`config.mk`:
```
export PLATFORM = sky130hd
export DESIGN_NAME = cqf_div
export DESIGN_NICKNAME = d
export VERILOG_FILES = /design/src/hw/rtl/cqf_pkg.sv /design/src/hw/rtl/cqf_div.sv
export SDC_FILE = /design/constraint.sdc
export NUM_CORES = 1
export LEC_CHECK = 0
export BUFFER_PORTS_ARGS = -buffer_cell sky130_fd_sc_hd__buf_2
export CORE_UTILIZATION = 55
export CTS_BUF_LIST = sky130_fd_sc_hd__clkbuf_16
export DETAILED_ROUTE_END_ITERATION = 7
export GPL_ROUTABILITY_DRIVEN = 0
export PLACE_DENSITY = 0.81
export SLEW_MARGIN = 20
export SYNTH_ARGS = -nofsm -noshare
export SYNTH_HDL_FRONTEND = slang
export SYNTH_SLANG_ARGS = --single-unit
```
`constraint.sdc`:
```
create_clock -name clk -period 4.2 [get_ports clk]
set_clock_uncertainty 0.2 [all_clocks]
set_input_delay 0 -clock clk [delete_from_list [all_inputs] [get_ports clk]]
set_output_delay 0 -clock clk [all_outputs]
set_load 0.01 [all_outputs]
```
`src/hw/rtl/cqf_pkg.sv`:
```
// Shared types and constants of the slot admission engine.
package cqf_pkg;

  localparam int DIV_W = 11;
  localparam int CAP_W = 12;
  localparam int CFG_W = 12;
  localparam int OCC_W = 16;
  localparam int OVF_W = 14;
  localparam int PKT_W = 8;
  localparam int OFS_W = 10;

  localparam logic [OVF_W-1:0] OVF_MAX = '1;
  localparam logic [DIV_W-1:0] CYCLE_RESET = 11'd1024;
  localparam logic [CAP_W-1:0] CAP_RESET = 12'd16;

  localparam logic KIND_ADMIT = 1'b0;
  localparam logic KIND_CLEAR = 1'b1;

  localparam logic CFG_CYCLE    = 1'b0;
  localparam logic CFG_CAPACITY = 1'b1;

  typedef enum logic [1:0] {
    ST_ADMITTED = 2'd0,
    ST_REJECTED = 2'd1,
    ST_INVALID  = 2'd2,
    ST_CLEARED  = 2'd3
  } status_t;

  typedef enum logic [1:0] {
    ACC_ADD  = 2'd0,
    ACC_SUB  = 2'd1,
    ACC_ZERO = 2'd2
  } acc_mode_t;

  typedef struct packed {
    logic      valid;
    acc_mode_t mode;
    logic      clr_over;
  } acc_t;

  typedef struct packed {
    logic             start;
    logic [DIV_W-1:0] dividend;
    logic [DIV_W-1:0] divisor;
  } div_req_t;

  typedef struct packed {
    logic             done;
    logic [DIV_W-1:0] quotient;
    logic [DIV_W-1:0] remainder;
  } div_rsp_t;

endpackage

```
`src/hw/rtl/cqf_div.sv`:
```
// Iterative restoring divider, one quotient bit per cycle.
module cqf_div (
  input  logic              clk,
  input  logic              rst,
  input  cqf_pkg::div_req_t req,
  output cqf_pkg::div_rsp_t rsp
);
  import cqf_pkg::*;

  localparam int CNT_W = $clog2(DIV_W + 1);

  logic [DIV_W-1:0] rem;
  logic [DIV_W-1:0] quo;
  logic [DIV_W-1:0] dvs;
  logic [CNT_W-1:0] cnt;
  logic             run;
  logic             done;
  logic [DIV_W:0]   shifted;
  logic [DIV_W:0]   diff;

  always_comb begin
    shifted = {rem, quo[DIV_W-1]};
    diff    = shifted - {1'b0, dvs};
  end

  always_ff @(posedge clk) begin
    if (rst) begin
      run  <= 1'b0;
      done <= 1'b0;
      cnt  <= '0;
    end else begin
      done <= 1'b0;
      if (req.start) begin
        rem <= '0;
        quo <= req.dividend;
        dvs <= req.divisor;
        cnt <= CNT_W'(DIV_W);
        run <= 1'b1;
      end else if (run) begin
        if (!diff[DIV_W]) begin
          rem <= diff[DIV_W-1:0];
          quo <= {quo[DIV_W-2:0], 1'b1};
        end else begin
          rem <= shifted[DIV_W-1:0];
          quo <= {quo[DIV_W-2:0], 1'b0};
        end
        cnt <= cnt - 1'b1;
        if (cnt == CNT_W'(1)) begin
          run  <= 1'b0;
          done <= 1'b1;
        end
      end
    end
  end

  assign rsp.done      = done;
  assign rsp.quotient  = quo;
  assign rsp.remainder = rem;

endmodule

```
==> flow_summary.toml <==
[synthesis]
netlist_area_um2 = 2150
syn-num-nets = 226
synth_area_leaders = "edfxtp_1, ha_1, dfxtp_1"
yosysTopAreaCell = "edfxtp_1"
avgSynthCellArea_um2 = 11.5
yosysMostFrequentCell = "edfxtp_1"
ys_types = 38
synth_commonest_cells = "edfxtp_1, nor2_1, inv_1"
yosysWarnings = 0
synthCells = 187
seq_area_frac_synth = 0.516
synth_top_flop_cell = "edfxtp_1"
netlist.area_leader.share = 0.460
synth_edf_count = 33
synth-seq-cells = 39
ys_async_sr_fraction = 0

[power_and_ir_drop]
power.internal_uw = 889
comb_power_share = 0.260
p_leak_nw = 1.21
switching_share = 0.272
power.density_nw_per_um2 = 434
vdd_drop_max_uv = 282
finalPower_mw = 1.22
power_frac_clock = 0.341
p_sw_uw = 332
p_seq_frac = 0.399

[grt]
antenna_found_initial = 0
grt_pass1_vias = 1682
grtUsageTotal = 0.250
grt_max_degree = 27
grt_pass1_wl_um = 7630
overflow = 0

[floorplanning]
rows = 22
core_um2 = 3720
die_w_um = 64.6
dieArea_um2 = 4170
start_util = 0.579
ios = 48
die_h_um = 64.6

[routing]
drc = 0
dr.pass1.iters = 4
wl_um = 4820
first_iter_violations = 98
routed-via-count = 1675
wl_per_cell_um = 15.7
viasPerCell = 5.47
ant_nets = 0

[finish]
fillers = 252
regArea_um2 = 1110
syn2layout_area_growth_pct = 30.6
utilization = 0.756
layout-drive-gt1-share = 0.260
num-nets-final = 296
diodes = 0
multi_input_area_um2 = 955

[clocking]
cts_buffer_depth = 2
path_clk_slew_ns = 0.06
hold_buffers = 23
cts_htree_levels = 2
post-cts-setup-buffer-count = 0
insertion_delay_ns = 0.28
cts.repair.resized = 0
clock-sinks = 39
cts_root_buf = "clkbuf_16"
cts-buffers-inserted = 5
cts_tree = "yes"

[sta]
maxSlewViolCount = 0
period_minus_slack_ns = 3.23
setup_violations = 0
fmax_mhz = 310
post-route-period-util = 0.769
worst_pin_slew_ns = 0.991
timing.setup.tns_ns = 0
relSlewSlack = 0.337
hold_viol_final = 0
rsz0062_at_grt = "no"

[setup_path]
crit_type = "flop to flop"
endpoint_kind = "flop"
crit_family = "compound AO/OA/AOI/OAI gates"
path_buf_inv = 0
startpoint_type = "flop"
critPathMaxFanout = 12
cpPeakStageDelay_ns = 0.59
path_cells = "ha_1 > nor2b_1 > o31a_1 > o21a_1 > a221o_1 > nor2_2 > mux2i_1 > nor2_1"
slowest_stage = "nor2_2"
worstPathRequired_ns = 4.01
cp.arrival_ns = 3.04

[outcome]
status = "completed"

[placed_design]
port_buffers = 47
hpwl_um = 2950

[flow_run]
maxCapViolCount = 0

[hold_path]
hold_path.class = "input pin to flop"
## cell families (layout without fill, tap and decap cells)
family,Yosys count,in the layout,share of synthesized area
AOI/OAI and AO/OA,35,35,0.116
xor gates and xnor gates,8,8,0.0326
adders and majority gates,14,14,0.0849
buffers and inverters,22,93,0.0436
DFF,39,39,0.516
muxes,19,19,0.0942
and+or+nand+nor,50,50,0.113
## registers in the layout, indices dropped and copies added (netlist names)
name / flops
quo: 11
cnt: 4
done: 1
dvs: 11
rem: 11
run: 1
## power by group through the flow
stage	sequential (mW)	clock, mW	combinational [mW]
finish	0.487	0.417	0.318
global route	0.490	0.438	0.347
CTS	0.486	0.417	0.311
detailed placement	0.493	0	0.290
global placement	0.492	0	0.281
floorplan	0.499	0	0.216
## through the flow
step           cell area [um^2]  hold WS (ns)  setup slack (ns)  instances
5_1_grt                    2810         0.125             0.812        306
2_1_floorplan              2150        -0.101              1.44        187
3_5_place_dp               2410       -0.0212              1.02        275
6_report                   2810        0.0725             0.972        306
4_1_cts                    2810        0.0708             0.973        306
3_3_place_gp               2410       -0.0229              1.11        275
## path summary, 6_finish.rpt
kind,from,to,slack (ns),cells after the start
max,rem[0],rem[1],0.97,8
min,req[22],rem[8],0.07,2
max reg2reg,rem[0],rem[1],0.97,8
min reg2reg,cnt[3],cnt[3],0.37,2
## area by class of cell
| cell class | instances | area share |
|---|---|---|
| flip-flops and latches | 39 | 0.395 |
| multi-input cells | 126 | 0.340 |
| clock buffers | 5 | 0.0445 |
| inverters | 15 | 0.0200 |
| well taps | 48 | 0.0214 |
| clock inverters | 3 | 0.0134 |
| repair buffers | 70 | 0.166 |
## worst register-to-register path, stage by stage (launching register included)
cell,delay [ns]
edfxtp_1,0.45
ha_1,0.31
nor2b_1,0.15
o31a_1,0.27
o21a_1,0.25
a221o_1,0.37
nor2_2,0.59
mux2i_1,0.30
nor2_1,0.06
## cells in the final DEF, fill, tap and decap left out, types with 7 or more instances in the layout
cell / instances
nand2_1: 7
edfxtp_1: 33
o21ai_0: 8
mux2i_1: 9
mux2_2: 10
a21oi_1: 8
inv_1: 17
buf_2: 47
nor2_1: 20
ha_1: 13
dlygate4sd3_1: 23
## layer usage
metal  share of wire  GRT usage  up-vias
li1                -          -      820
met1            0.39      0.272      794
met2            0.53      0.453       50
met3           0.049     0.0563       11
met4           0.028      0.122        0
met5               0          0        -
(Power assumes the default switching activity.)
