`src/hw/rtl/cqf_pkg.sv`:
```
// Shared types and constants of the slot admission engine.
package cqf_pkg;

  localparam int DIV_W = 11;
  localparam int CAP_W = 12;
  localparam int CFG_W = 12;
  localparam int OCC_W = 16;
  localparam int OVF_W = 14;
  localparam int PKT_W = 8;
  localparam int OFS_W = 10;

  localparam logic [OVF_W-1:0] OVF_MAX = '1;
  localparam logic [DIV_W-1:0] CYCLE_RESET = 11'd1024;
  localparam logic [CAP_W-1:0] CAP_RESET = 12'd16;

  localparam logic KIND_ADMIT = 1'b0;
  localparam logic KIND_CLEAR = 1'b1;

  localparam logic CFG_CYCLE    = 1'b0;
  localparam logic CFG_CAPACITY = 1'b1;

  typedef enum logic [1:0] {
    ST_ADMITTED = 2'd0,
    ST_REJECTED = 2'd1,
    ST_INVALID  = 2'd2,
    ST_CLEARED  = 2'd3
  } status_t;

  typedef enum logic [1:0] {
    ACC_ADD  = 2'd0,
    ACC_SUB  = 2'd1,
    ACC_ZERO = 2'd2
  } acc_mode_t;

  typedef struct packed {
    logic      valid;
    acc_mode_t mode;
    logic      clr_over;
  } acc_t;

  typedef struct packed {
    logic             start;
    logic [DIV_W-1:0] dividend;
    logic [DIV_W-1:0] divisor;
  } div_req_t;

  typedef struct packed {
    logic             done;
    logic [DIV_W-1:0] quotient;
    logic [DIV_W-1:0] remainder;
  } div_rsp_t;

endpackage

```
`src/hw/rtl/cqf_seq.sv`:
```
// Sequencer: request checks, divider control, path walk and store sweep.
module cqf_seq #(
  parameter  int NODES  = 8,
  parameter  int PORTS  = 4,
  parameter  int SLOTS  = 1024,
  localparam int NODE_W = $clog2(NODES),
  localparam int PORT_W = $clog2(PORTS),
  localparam int SLOT_W = $clog2(SLOTS),
  localparam int ADDR_W = NODE_W + PORT_W + SLOT_W
) (
  input  logic                      clk,
  input  logic                      rst,
  input  logic                      start,
  output logic                      busy,
  input  logic                      kind,
  input  logic [2:0]                entry_node,
  input  logic [2:0]                dst_node,
  input  logic [1:0]                dst_host,
  input  logic [cqf_pkg::OFS_W-1:0] start_offset,
  input  logic [cqf_pkg::DIV_W-1:0] flow_period,
  input  logic [cqf_pkg::PKT_W-1:0] pkt_count,
  input  logic [cqf_pkg::DIV_W-1:0] cycle_slots,
  output cqf_pkg::acc_t             acc,
  output logic [ADDR_W-1:0]         addr,
  output logic [cqf_pkg::PKT_W-1:0] pkts,
  input  logic [cqf_pkg::OVF_W-1:0] over,
  output cqf_pkg::div_req_t         div_req,
  input  cqf_pkg::div_rsp_t         div_rsp,
  output logic                      done,
  output cqf_pkg::status_t          status,
  output logic [cqf_pkg::OVF_W-1:0] overflow_slots
);
  import cqf_pkg::*;

  typedef enum logic [6:0] {
    S_CLEAR  = 7'b0000001,
    S_IDLE   = 7'b0000010,
    S_DIVMOD = 7'b0000100,
    S_DIVREP = 7'b0001000,
    S_WALK   = 7'b0010000,
    S_DRAIN  = 7'b0100000,
    S_CHECK  = 7'b1000000
  } state_t;

  state_t            state;
  logic [ADDR_W-1:0] sweep;
  logic              clearing;
  logic              report_clear;
  logic              undo;
  logic [NODE_W-1:0] node;
  logic [NODE_W-1:0] node_start;
  logic [NODE_W-1:0] dst_q;
  logic [PORT_W-1:0] port_last;
  logic [DIV_W-1:0]  period_q;
  logic [DIV_W-1:0]  first_base;
  logic [DIV_W-1:0]  hop_base;
  logic [DIV_W-1:0]  slot;
  logic [DIV_W-1:0]  reps;
  logic [DIV_W-1:0]  j;

  logic              invalid;
  logic              accept;
  logic              last_hop;
  logic [PORT_W-1:0] port_sel;
  logic [DIV_W:0]    step_sum;
  logic [DIV_W-1:0]  slot_step;
  logic [DIV_W-1:0]  hop_next;
  logic [DIV_W-1:0]  first_next;
  logic [NODE_W-1:0] node_next;

  function automatic logic [DIV_W-1:0] inc_wrap(input logic [DIV_W-1:0] v,
                                                input logic [DIV_W-1:0] cyc);
    logic [DIV_W-1:0] n;
    n = v + 1'b1;
    return (n == cyc) ? '0 : n;
  endfunction

  always_comb begin
    accept  = start && (state == S_IDLE);
    invalid = (entry_node == dst_node) || (int'(entry_node) >= NODES) ||
              (int'(dst_node) >= NODES) || (int'(dst_host) + 1 >= PORTS) ||
              (flow_period == '0) || (cycle_slots == '0) ||
              (int'(cycle_slots) > SLOTS);
    last_hop   = (node == dst_q);
    port_sel   = last_hop ? port_last : '0;
    step_sum   = {1'b0, slot} + {1'b0, period_q};
    slot_step  = (step_sum >= {1'b0, cycle_slots}) ?
                 DIV_W'(step_sum - {1'b0, cycle_slots}) : step_sum[DIV_W-1:0];
    hop_next   = inc_wrap(hop_base, cycle_slots);
    first_next = inc_wrap(div_rsp.remainder, cycle_slots);
    node_next  = (int'(node) == NODES - 1) ? '0 : node + 1'b1;
  end

  always_comb begin
    div_req.start    = 1'b0;
    div_req.dividend = {1'b0, start_offset};
    div_req.divisor  = cycle_slots;
    if (state == S_DIVMOD) begin
      div_req.start    = div_rsp.done;
      div_req.dividend = cycle_slots;
      div_req.divisor  = period_q;
    end else if (accept && kind == KIND_ADMIT && !invalid) begin
      div_req.start = 1'b1;
    end
  end

  always_comb begin
    acc.valid    = (state == S_WALK) || (state == S_CLEAR);
    acc.mode     = (state == S_CLEAR) ? ACC_ZERO : (undo ? ACC_SUB : ACC_ADD);
    acc.clr_over = accept;
    addr         = (state == S_CLEAR) ? sweep : {node, port_sel, SLOT_W'(slot)};
  end

  assign busy = (state != S_IDLE);

  always_ff @(posedge clk) begin
    if (rst) begin
      state        <= S_CLEAR;
      sweep        <= '0;
      clearing     <= 1'b1;
      report_clear <= 1'b0;
      undo         <= 1'b0;
      done         <= 1'b0;
    end else begin
      done <= 1'b0;
      unique case (state)
        S_CLEAR: begin
          sweep <= sweep + 1'b1;
          if (sweep == '1) begin
            state <= S_DRAIN;
          end
        end
        S_IDLE: begin
          if (start) begin
            if (kind == KIND_CLEAR) begin
              sweep        <= '0;
              clearing     <= 1'b1;
              report_clear <= 1'b1;
              state        <= S_CLEAR;
            end else if (invalid) begin
              done           <= 1'b1;
              status         <= ST_INVALID;
              overflow_slots <= '0;
            end else begin
              node_start <= NODE_W'(entry_node);
              dst_q      <= NODE_W'(dst_node);
              port_last  <= PORT_W'({1'b0, dst_host} + 3'd1);
              period_q   <= flow_period;
              pkts       <= pkt_count;
              undo       <= 1'b0;
              state      <= S_DIVMOD;
            end
          end
        end
        S_DIVMOD: begin
          if (div_rsp.done) begin
            first_base <= first_next;
            state      <= S_DIVREP;
          end
        end
        S_DIVREP: begin
          if (div_rsp.done) begin
            reps <= div_rsp.quotient;
            if (div_rsp.quotient == '0) begin
              done           <= 1'b1;
              status         <= ST_ADMITTED;
              overflow_slots <= '0;
              state          <= S_IDLE;
            end else begin
              node     <= node_start;
              hop_base <= first_base;
              slot     <= first_base;
              j        <= '0;
              state    <= S_WALK;
            end
          end
        end
        S_WALK: begin
          if (j == reps - 1'b1) begin
            j <= '0;
            if (last_hop) begin
              state <= S_DRAIN;
            end else begin
              node     <= node_next;
              hop_base <= hop_next;
              slot     <= hop_next;
            end
          end else begin
            j    <= j + 1'b1;
            slot <= slot_step;
          end
        end
        S_DRAIN: begin
          state <= S_CHECK;
        end
        S_CHECK: begin
          if (clearing) begin
            clearing     <= 1'b0;
            report_clear <= 1'b0;
            if (report_clear) begin
              done           <= 1'b1;
              status         <= ST_CLEARED;
              overflow_slots <= '0;
            end
            state <= S_IDLE;
          end else if (!undo && over != '0) begin
            undo     <= 1'b1;
            node     <= node_start;
            hop_base <= first_base;
            slot     <= first_base;
            j        <= '0;
            state    <= S_WALK;
          end else begin
            done           <= 1'b1;
            status         <= undo ? ST_REJECTED : ST_ADMITTED;
            overflow_slots <= over;
            state          <= S_IDLE;
          end
        end
        default: begin
          state <= S_IDLE;
        end
      endcase
    end
  end

endmodule

```
`config.mk`:
```
export PLATFORM = sky130hd
export DESIGN_NAME = cqf_seq
export DESIGN_NICKNAME = d
export VERILOG_FILES = /design/src/hw/rtl/cqf_pkg.sv /design/src/hw/rtl/cqf_seq.sv
export SDC_FILE = /design/constraint.sdc
export NUM_CORES = 1
export LEC_CHECK = 0
export ABC_CLOCK_PERIOD_IN_PS = 4500
export BUFFER_PORTS_ARGS = -buffer_cell sky130_fd_sc_hd__buf_2
export CAP_MARGIN = 0
export CORE_MARGIN = 2
export CORE_UTILIZATION = 56
export CTS_CLUSTER_SIZE = 10
export DETAILED_ROUTE_END_ITERATION = 8
export PLACE_DENSITY = 0.92
export SYNTH_ARGS = -nofsm -noshare
export SYNTH_HDL_FRONTEND = slang
export SYNTH_SLANG_ARGS = --single-unit
```
`constraint.sdc`:
```
create_clock -name clk -period 4.5 [get_ports clk]
set_clock_uncertainty 0.05 [all_clocks]
set_input_delay 0.675 -clock clk [delete_from_list [all_inputs] [get_ports clk]]
set_output_delay 0.675 -clock clk [all_outputs]
set_load 0.02 [all_outputs]
```
==> results of run 1 <==
-- layout by cell type, fill, tap and decap left out, drive strengths merged, types with 24 or more instances in the layout --
cell and n:
buf 167, nand2 105, edfxtp 101, nor2 63
xnor2 57, inv 40, nand3 38, nor3 36
o21ai 35, xor2 33, ha 30, a21oi 28
dfxtp 26, clkbuf 24
-- power by group through the flow --
stage                     clock (mW)  sequential [mW]  combinational, mW
after global placement             0             1.33              0.565
final                           1.35             1.31              0.579
after CTS                       1.36             1.30              0.573
after global routing            1.41             1.31              0.626
after detailed placement           0             1.33              0.570
after floorplan                    0             1.32              0.382
-- registers in the layout (all words and copies together), names as in the netlist, 2 cells and up --
signal          flops
sweep              15
overflow_slots     14
first_base         11
hop_base           11
j                  11
period_q           11
reps               11
slot               11
pkts                8
state               7
dst_q               3
node                3
node_start          3
port_last           2
status              2
-- routing by layer --
layer  GRT usage (%)  vias up  share of wire, %
met5               0        -                 0
met4           12.29        0               3.5
met3           8.533       65                10
met2           45.88      393                47
met1           36.54     3275                40
li1                -     3297                 -
-- metrics by stage --
stage / total power [mW] / util, % / area, µm² / std cells
2_1_floorplan: 1.704 / - / 7950 / 812
3_3_place_gp: 1.891 / 64.24 / 8917 / 1131
3_5_place_dp: 1.897 / 64.24 / 8917 / 1131
4_1_cts: 3.235 / 68.51 / 9509 / 1163
5_1_grt: 3.346 / 68.69 / 9535 / 1165
6_report: 3.237 / 68.69 / 9535 / 1165
-- cell usage after synthesis (3+ instances only) --
cell / count / area (µm²)
nand2_1: 104 / 390.4
edfxtp_1: 101 / 3033
nor2_1: 63 / 236.5
xnor2_1: 57 / 499.2
inv_1: 39 / 146.4
nand3_1: 37 / 185.2
nor3_1: 33 / 165.2
o21ai_0: 33 / 165.2
xor2_1: 33 / 289.0
ha_1: 30 / 375.4
a21oi_1: 28 / 140.1
dfxtp_1: 26 / 520.5
and2_1: 21 / 131.4
nor4_1: 16 / 100.1
and3_1: 14 / 87.58
mux2_2: 13 / 146.4
clkbuf_1: 12 / 45.04
buf_2: 11 / 55.05
mux2i_1: 11 / 110.1
nand4_1: 11 / 68.82
o211ai_1: 9 / 67.56
nor2b_1: 8 / 50.05
o221ai_1: 7 / 61.31
a31oi_1: 6 / 37.54
and4_1: 6 / 52.55
o2111ai_1: 6 / 52.55
nand2b_1: 4 / 25.02
nand4b_1: 4 / 35.03
nor3b_1: 4 / 30.03
a311oi_1: 3 / 26.28
nor4b_4: 3 / 71.32
-- layout make-up --
type                    instances  share of cell area, %
well taps                     180                  2.362
repair buffers                167                  9.185
inverters                      40                  1.575
multi-input cells             619                  43.41
clock inverters                 8                 0.4724
flip-flops and latches        127                  37.27
clock buffers                  24                  5.734
-- cell families after synthesis --
group	synth area share (%)
buffers and inverters	3.478
xor gates and xnor gates	10.20
and+or+nand+nor	22.29
DFF	44.70
adders and majority gates	5.225
muxes	3.226
AOI/OAI and AO/OA	10.89
-- what timing repair did --
item                       CTS  global route
setup buffers                0             2
gates resized for setup      0             2
setup endpoints to repair    0            10
-- worst paths after layout --
check	to	slack, ns	cells past startpoint
setup reg to reg	slot[0]	0.21	16
hold reg to reg	report_clear	0.43	2
setup / recovery	slot[0]	0.21	16
hold / removal	pkts[1]	0.37	1
-- worst reg2reg max path, delay by kind of cell (launching register included) --
| family | cells | cell delay (ns) |
|---|---|---|
| muxes | 1 | 0.34 |
| xor gates and xnor gates | 1 | 0.18 |
| and+or+nand+nor | 2 | 0.17 |
| DFF | 1 | 0.41 |
| buffers and inverters | 1 | 0.16 |
| AOI/OAI and AO/OA | 8 | 1.78 |
| adders and majority gates | 3 | 1.00 |
==> results_dict.tcl, run 1 <==
set metrics [dict create \
    outcome "finished, final reports clean" \
    whs_ns 0.3668 \
    antenna_found_initial 0 \
    dieArea_mm2 0.01517 \
    syn_inst 812 \
    syn-num-nets 933 \
    syn_area_per_cell_um2 9.791 \
    peakVddDrop_v 0.0002924 \
    cts_hold_buf 0 \
    antenna_cells 0 \
    synth_edf_count 101 \
    htreeDepth 4 \
    path_cells "ha_1 -> fa_1 -> a21oi_1 -> o211ai_1 -> o41ai_2 -> o21ai_0 -> xor2_1 -> ha_1 -> nand4_1 -> nor4_1 -> a2111oi_0 -> o211ai_1 -> a21oi_2 -> buf_12 -> mux2_2 -> o221ai_1" \
    max_cap_viol_count 0 \
    worst-path-buf-inv 1 \
    ys.warnings.count 0 \
    multi_input_area_mm2 0.004139 \
    nets 1093 \
    cts.path.max_buffers 2 \
    reg2reg_from "period_q[0]" \
    power_frac_comb_pct 17.9 \
    num_rows 43 \
    tns_ns 0 \
    io_pins 157 \
    wire_per_inst_um 18.59 \
    antenna_left 0 \
    power_switching_mw 0.9143 \
    cts_tree "built" \
    clock_sinks 127 \
    grt_pass1_vias 6467 \
    sequentialPowerShare_pct 40.3 \
    drc 0 \
    period_share_pct 95.27 \
    layout-drive-gt1-share_pct 23.15 \
    fp.dieH_um 123.2 \
    synthArstFlopShare_pct 0 \
    syn_area_mm2 0.007950 \
    place.gp.congestion 1.016 \
    port_buffers 156 \
    clk_pin_slew_worst_paths_ns 0.06 \
    yosysSeqAreaShare_pct 44.70 \
    start_util_pct 57.27 \
    die_w_um 123.2 \
    netSwitchingFraction_pct 28.24 \
    cp_slowest_cell "edfxtp_1" \
    first_pass_iters 6 \
    setup_slack_ns 0.2126 \
    p_clk_share_pct 41.8 \
    totalWireLength_mm 21.66 \
    grt_pass1_wl_mm 32.89 \
    hold_start "pkt_count[1]" \
    clock-root-buffer "clkbuf_16" \
    drt_iter0_markers 792 \
    slowest_delay_ns 0.41 \
    place_hpwl_mm 16.07 \
    track_usage_pct 28.81 \
    seq_area_mm2 0.003553 \
    worst_pin_slew_ns 1.074 \
    detail_route.vias_per_cell 6.034 \
    critPathLaunchType "register" \
    power_density_mw_per_mm2 339.5 \
    via_count 7030 \
    finalSetupViolations 0 \
    synth_ff_type "edfxtp_1" \
    required_ns 4.69 \
    startpoint "period_q[0]" \
    area_delta_synth_final_pct 19.94 \
    leakage_nw 3.748 \
    yosysUniqueCellTypes 74 \
    grt-ovfl-total 0 \
    relSlewSlack_pct 28.39 \
    core-area_mm2 0.01388 \
    cts_buffers 17 \
    endpoint_kind "register" \
    fin_crit_ns 4.287 \
    fill_cells 1034 \
    max_freq_ghz 0.2332 \
    p_int_mw 2.323 \
    drv_slew 0 \
    clk_latency_ns 0.43 \
    ys_ff_latch 127 \
    grt_max_degree 34 \
    cp_top_family "compound AO/OA/AOI/OAI gates" \
    crit_fanout 10 \
    pre_cts_slack_ns 0.07263 \
    critPathArrivalTime_ns 4.48 \
    hold_viol_final 0 \
    critPathKind "register to register" \
    hold_class "input port to register" \
]
Note: power is estimated with default switching activity, not from simulation.
==> run 2, diff against run 1 <==
--- a/config.mk
+++ b/config.mk
@@ -12,6 +12,7 @@
 export CORE_UTILIZATION = 56
 export CTS_CLUSTER_SIZE = 10
 export DETAILED_ROUTE_END_ITERATION = 8
+export GPL_TIMING_DRIVEN = 0
 export PLACE_DENSITY = 0.92
 export SYNTH_ARGS = -nofsm -noshare
 export SYNTH_HDL_FRONTEND = slang
==> results_dict.tcl, run 2 (synthesis results as in run 1) <==
set metrics [dict create \
    outcome "finished, final reports clean" \
    largestRegisters "sweep (15), overflow_slots (14)" \
    r2r-end "slot[1]" \
    reg2reg_depth 17 \
    post_dp_cell_area_mm2 0.008980 \
    peakVddDrop_v 0.0003185 \
    design_area_mm2 0.009667 \
    required_ns 4.60 \
    regMostFlops "sweep" \
    cts_hold_buf 0 \
    power_switching_mw 0.9455 \
    power_density_mw_per_mm2 341.6 \
    largest_reg_flops 15 \
    path_cells "ha_2 -> fa_2 -> a21oi_2 -> o211ai_1 -> o41ai_2 -> o21ai_1 -> xor2_1 -> ha_1 -> nand4_1 -> nor4_1 -> a2111oi_0 -> o211ai_1 -> a21oi_1 -> buf_6 -> buf_6 -> mux2i_1 -> o221ai_1" \
    cp_top_family "compound AO/OA/AOI/OAI gates" \
    drt_iter0_markers 763 \
    dieArea_mm2 0.01517 \
    first_pass_iters 6 \
    r2r_slack_ns 0.14 \
    critPathLaunchType "register" \
    reg2reg_from "period_q[0]" \
    worst-path-stages 17 \
    multi_input_area_mm2 0.004168 \
    endpoint_kind "register" \
    stdcell_count 1186 \
    final_common_cell "buf_2" \
    period_share_pct 96.93 \
    critPathKind "register to register" \
    dp_cells 1148 \
    grt-ovfl-total 0 \
    nets 1114 \
    tns_ns 0 \
    clock_sinks 127 \
    clk_latency_ns 0.43 \
    cts.path.max_buffers 2 \
    fin_crit_ns 4.362 \
    hold_viol_final 0 \
    grt_pass1_vias 6672 \
    clock-root-buffer "clkbuf_16" \
    max_freq_ghz 0.2293 \
    cts_buffers 17 \
    track_usage_pct 28.72 \
    hold_class "input port to register" \
    relSlewSlack_pct 16.65 \
    htreeDepth 4 \
    startpoint "period_q[0]" \
    cp-endpoint "slot[1]" \
    area_delta_synth_final_pct 21.59 \
    die_w_um 123.2 \
    place.gp.congestion 0.9550 \
    crit_fanout 6 \
    p_int_mw 2.357 \
    leakage_nw 3.781 \
    rsz0062_at_grt "false" \
    critPathArrivalTime_ns 4.46 \
    whs_ns 0.3722 \
    drv_slew 0 \
    worst-path-buf-inv 2 \
    drc 0 \
    fp.dieH_um 123.2 \
    port_buffers 154 \
    totalWireLength_mm 21.75 \
    cts_tree "built" \
    place_hpwl_mm 16.11 \
    worst_pin_slew_ns 1.246 \
    post-route-util_pct 69.64 \
    io_pins 157 \
    antenna_found_initial 0 \
    sequentialPowerShare_pct 39.3 \
    power_frac_comb_pct 18.6 \
    clk_pin_slew_worst_paths_ns 0.06 \
    seq_area_mm2 0.003553 \
    p_clk_share_pct 42.0 \
    cp_slowest_cell "edfxtp_1" \
    layout-drive-gt1-share_pct 24.25 \
    finalSetupViolations 0 \
    grt_pass1_wl_mm 32.98 \
    num_rows 43 \
    core-area_mm2 0.01388 \
    grt_max_degree 17 \
    netSwitchingFraction_pct 28.63 \
    slowest_delay_ns 0.42 \
    fill_cells 1018 \
    via_count 7239 \
    max_cap_viol_count 0 \
    start_util_pct 57.27 \
    detail_route.vias_per_cell 6.104 \
    wire_per_inst_um 18.34 \
    antenna_cells 0 \
    antenna_left 0 \
    final_cell_mix "165 x buf_2, 104 x nand2_1, 101 x edfxtp_1" \
]
==> run 2: cell count changes in the layout (fill, tap and decap cells not counted), moves of 2 or more <==
cell / before / now
buf_6: 0 / 4
bufinv_16: 0 / 3
o221ai_2: 0 / 2
mux2i_2: 0 / 3
clkbuf_16: 21 / 17
buf_4: 10 / 6
clkbuf_1: 2 / 12
clkinv_2: 6 / 3
mux2i_1: 11 / 8
clkinvlp_4: 0 / 4
buf_2: 156 / 165
o221ai_1: 7 / 5
clkinv_1: 1 / 3
inv_6: 0 / 2
==> run 2: repair_timing <==
action,4_1_cts,5_1_grt
buffers inserted,1,5
gates resized for setup,5,8
pin swaps,3,7
endpoints found under the setup margin,10,10
==> run 2: layout make-up <==
type                            instances  share of cell area [%]
Buffer                                 26                   1.346
Clock buffer                           17                   4.401
Clock inverter                         15                   1.747
Inverter                               40                   1.553
Multi-Input combinational cell        619                   43.11
Sequential cell                       127                   36.76
Tap cell                              180                   2.330
Timing Repair Buffer                  162                   8.750
==> run 2: power groups by stage <==
stage / sequential (mW) / clock (mW) / combinational, mW
floorplan: 1.32 / 0 / 0.382
global placement: 1.32 / 0 / 0.581
finish: 1.30 / 1.39 / 0.616
global route: 1.30 / 1.44 / 0.662
CTS: 1.30 / 1.39 / 0.599
detailed placement: 1.32 / 0 / 0.594
==> run 2: worst min path at each step <==
stage                   endpoint  depth (start not counted)         start  slack [ns]
global route             pkts[4]                          1  pkt_count[4]        0.36
global placement    report_clear                          2  report_clear        0.41
finish                   pkts[0]                          1  pkt_count[0]        0.37
floorplan           report_clear                          2  report_clear        0.40
detailed placement  report_clear                          2  report_clear        0.43
CTS                      pkts[0]                          1  pkt_count[0]        0.36
==> run 2: worst register-to-register path: stages, from the launching register on <==
cell	delay, ns
edfxtp_1	0.42
ha_2	0.22
fa_2	0.36
a21oi_2	0.18
o211ai_1	0.13
o41ai_2	0.33
o21ai_1	0.13
xor2_1	0.19
ha_1	0.35
nand4_1	0.12
nor4_1	0.07
a2111oi_0	0.40
o211ai_1	0.19
a21oi_1	0.20
buf_6	0.17
buf_6	0.15
mux2i_1	0.26
o221ai_1	0.18
==> run 2: metrics by stage <==
stage          setup WS (ns)  power, mW
2_1_floorplan         0.5233      1.704
4_1_cts              0.04166      3.285
6_report              0.1380      3.302
3_3_place_gp         -0.1995      1.902
3_5_place_dp         -0.2168      1.915
5_1_grt              0.03019      3.401
==> run 2: per-layer routing <==
metal / vias up / GRT usage (%) / routed length (µm) / part of all wire [%]
met5: - / 0 / 0 / 0
met4: 0 / 13.78 / 793 / 3.6
met3: 71 / 5.258 / 2348 / 11
met2: 471 / 46.98 / 10250 / 47
met1: 3357 / 36.83 / 8364 / 38
li1: 3340 / - / - / -
==> run 3, diff against run 2 <==
--- a/config.mk
+++ b/config.mk
@@ -14,6 +14,7 @@
 export DETAILED_ROUTE_END_ITERATION = 8
 export GPL_TIMING_DRIVEN = 0
 export PLACE_DENSITY = 0.92
+export SETUP_SLACK_MARGIN = 0.5
 export SYNTH_ARGS = -nofsm -noshare
 export SYNTH_HDL_FRONTEND = slang
 export SYNTH_SLANG_ARGS = --single-unit
==> constraint.sdc (replaced) <==
create_clock -name clk -period 4.5 [get_ports clk]
set_clock_uncertainty 0.05 [all_clocks]
set_input_delay 0.675 -clock clk [delete_from_list [all_inputs] [get_ports clk]]
set_output_delay 0.675 -clock clk [all_outputs]
set_load 0.005 [all_outputs]
==> results_dict.tcl, run 3 (synthesis results as in run 1) <==
set metrics [dict create \
    crit_fanout 5 \
    whs_ns 0.3742 \
    detail_route.vias_per_cell 6.213 \
    clk_latency_ns 0.43 \
    rsz0062_at_grt "true" \
    grt_pass1_vias 6852 \
    clock_sinks 127 \
    grt-ovfl-total 0 \
    antenna_left 0 \
    power_frac_comb_pct 16.7 \
    critPathKind "register to register" \
    endpoint_kind "register" \
    relSlewSlack_pct 14.85 \
    clock-root-buffer "clkbuf_16" \
    final_common_cell "buf_2" \
    area_delta_synth_final_pct 23.64 \
    antenna_cells 0 \
    p_int_mw 2.360 \
    wire_per_inst_um 19.02 \
    place_hpwl_mm 16.11 \
    regMostFlops "sweep" \
    final_cell_mix "165 x buf_2, 104 x nand2_1, 101 x edfxtp_1" \
    cts_tree "built" \
    die_w_um 123.2 \
    hold_class "input port to register" \
    p_clk_share_pct 43.1 \
    num_rows 43 \
    sequentialPowerShare_pct 40.2 \
    grt_max_degree 17 \
    post_dp_cell_area_mm2 0.008980 \
    max_freq_ghz 0.2427 \
    via_count 7400 \
    drt_iter0_markers 818 \
    netSwitchingFraction_pct 26.99 \
    power_switching_mw 0.8725 \
    peakVddDrop_v 0.0003174 \
    track_usage_pct 29.88 \
    drc 0 \
    largest_reg_flops 15 \
    first_pass_iters 8 \
    layout-drive-gt1-share_pct 26.11 \
    max_cap_viol_count 0 \
    fin_crit_ns 4.120 \
    outcome "finished, final reports clean" \
    largestRegisters "sweep (15), overflow_slots (14)" \
    cts_hold_buf 0 \
    cts_buffers 17 \
    leakage_nw 3.836 \
    io_pins 157 \
    start_util_pct 57.27 \
    htreeDepth 4 \
    totalWireLength_mm 22.66 \
    required_ns 4.61 \
    finalSetupViolations 0 \
    fp.dieH_um 123.2 \
    port_buffers 154 \
    drv_slew 0 \
    place.gp.congestion 0.9550 \
    antenna_found_initial 0 \
    design_area_mm2 0.009829 \
    dieArea_mm2 0.01517 \
    power_density_mw_per_mm2 328.8 \
    hold_viol_final 0 \
    critPathLaunchType "register" \
    period_share_pct 91.56 \
    critPathArrivalTime_ns 4.23 \
    core-area_mm2 0.01388 \
    cts.path.max_buffers 2 \
    worst_pin_slew_ns 1.273 \
    nets 1119 \
    grt_pass1_wl_mm 34.27 \
    clk_pin_slew_worst_paths_ns 0.06 \
]
-- run 3: metal layers --
| metal | GRT usage (%) | vias to the layer above | wire length (µm) |
|---|---|---|---|
| met3 | 6.688 | 93 | 2423 |
| met5 | 0 | - | 0 |
| li1 | - | 3349 | - |
| met1 | 37.70 | 3444 | 8665 |
| met2 | 48.28 | 514 | 10560 |
| met4 | 15.13 | 0 | 1008 |
-- run 3: critical path, stage by stage (launching register included) --
cell and delay (ns):
edfxtp_1 0.42, ha_2 0.23, fa_2 0.37, a21oi_4 0.16
o211ai_1 0.14, o41ai_2 0.32, o21ai_1 0.12, xor2_1 0.17
ha_1 0.33, nand4_1 0.13, nor4_2 0.08, a2111oi_2 0.22
o211ai_1 0.20, a21oi_2 0.21, buf_4 0.20, buf_4 0.13
mux2i_1 0.23, o211ai_1 0.13
-- run 3: power groups by stage --
stage	sequential [mW]	combinational (mW)	clock, mW
after floorplan	1.32	0.304	0
after global placement	1.32	0.497	0
after detailed placement	1.32	0.510	0
after CTS	1.30	0.523	1.39
after global routing	1.30	0.590	1.45
final	1.30	0.540	1.39
-- run 3: worst paths after layout --
path	start	endpoint	slack, ns	depth (start not counted)
setup / recovery	slot[0]	slot[2]	0.38	17
hold / removal	pkt_count[0]	pkts[0]	0.37	1
setup reg to reg	slot[0]	slot[2]	0.38	17
hold reg to reg	report_clear	report_clear	0.44	2
-- run 3: layout make-up --
class	instances	area, µm²
Multi-Input combinational cell	619	4297
Fill cell	974	4051
Sequential cell	127	3553
Timing Repair Buffer	167	879.6
Clock buffer	17	425.4
Tap cell	180	225.2
Clock inverter	15	168.9
Inverter	40	150.1
Buffer	26	130.1
-- run 3: per-stage QoR --
stage	instances	utilization (%)	setup TNS (ns)	power [mW]	setup slack (ns)
2_1_floorplan	812	-	0	1.622	0.5233
3_5_place_dp	1148	64.69	-0.9037	1.832	-0.2168
6_report	1191	70.81	0	3.232	0.3797
3_3_place_gp	1146	64.45	-0.6660	1.818	-0.1995
4_1_cts	1188	70.21	0	3.210	0.4377
5_1_grt	1191	70.81	0	3.336	0.3184
-- run 3: repair_timing --
action / 4_1_cts / 5_1_grt
setup endpoints to repair: 11 / 11
gates cloned: 1 / 0
gates resized for setup: 22 / 11
buffers inserted: 7 / 3
pin swaps: 9 / 3
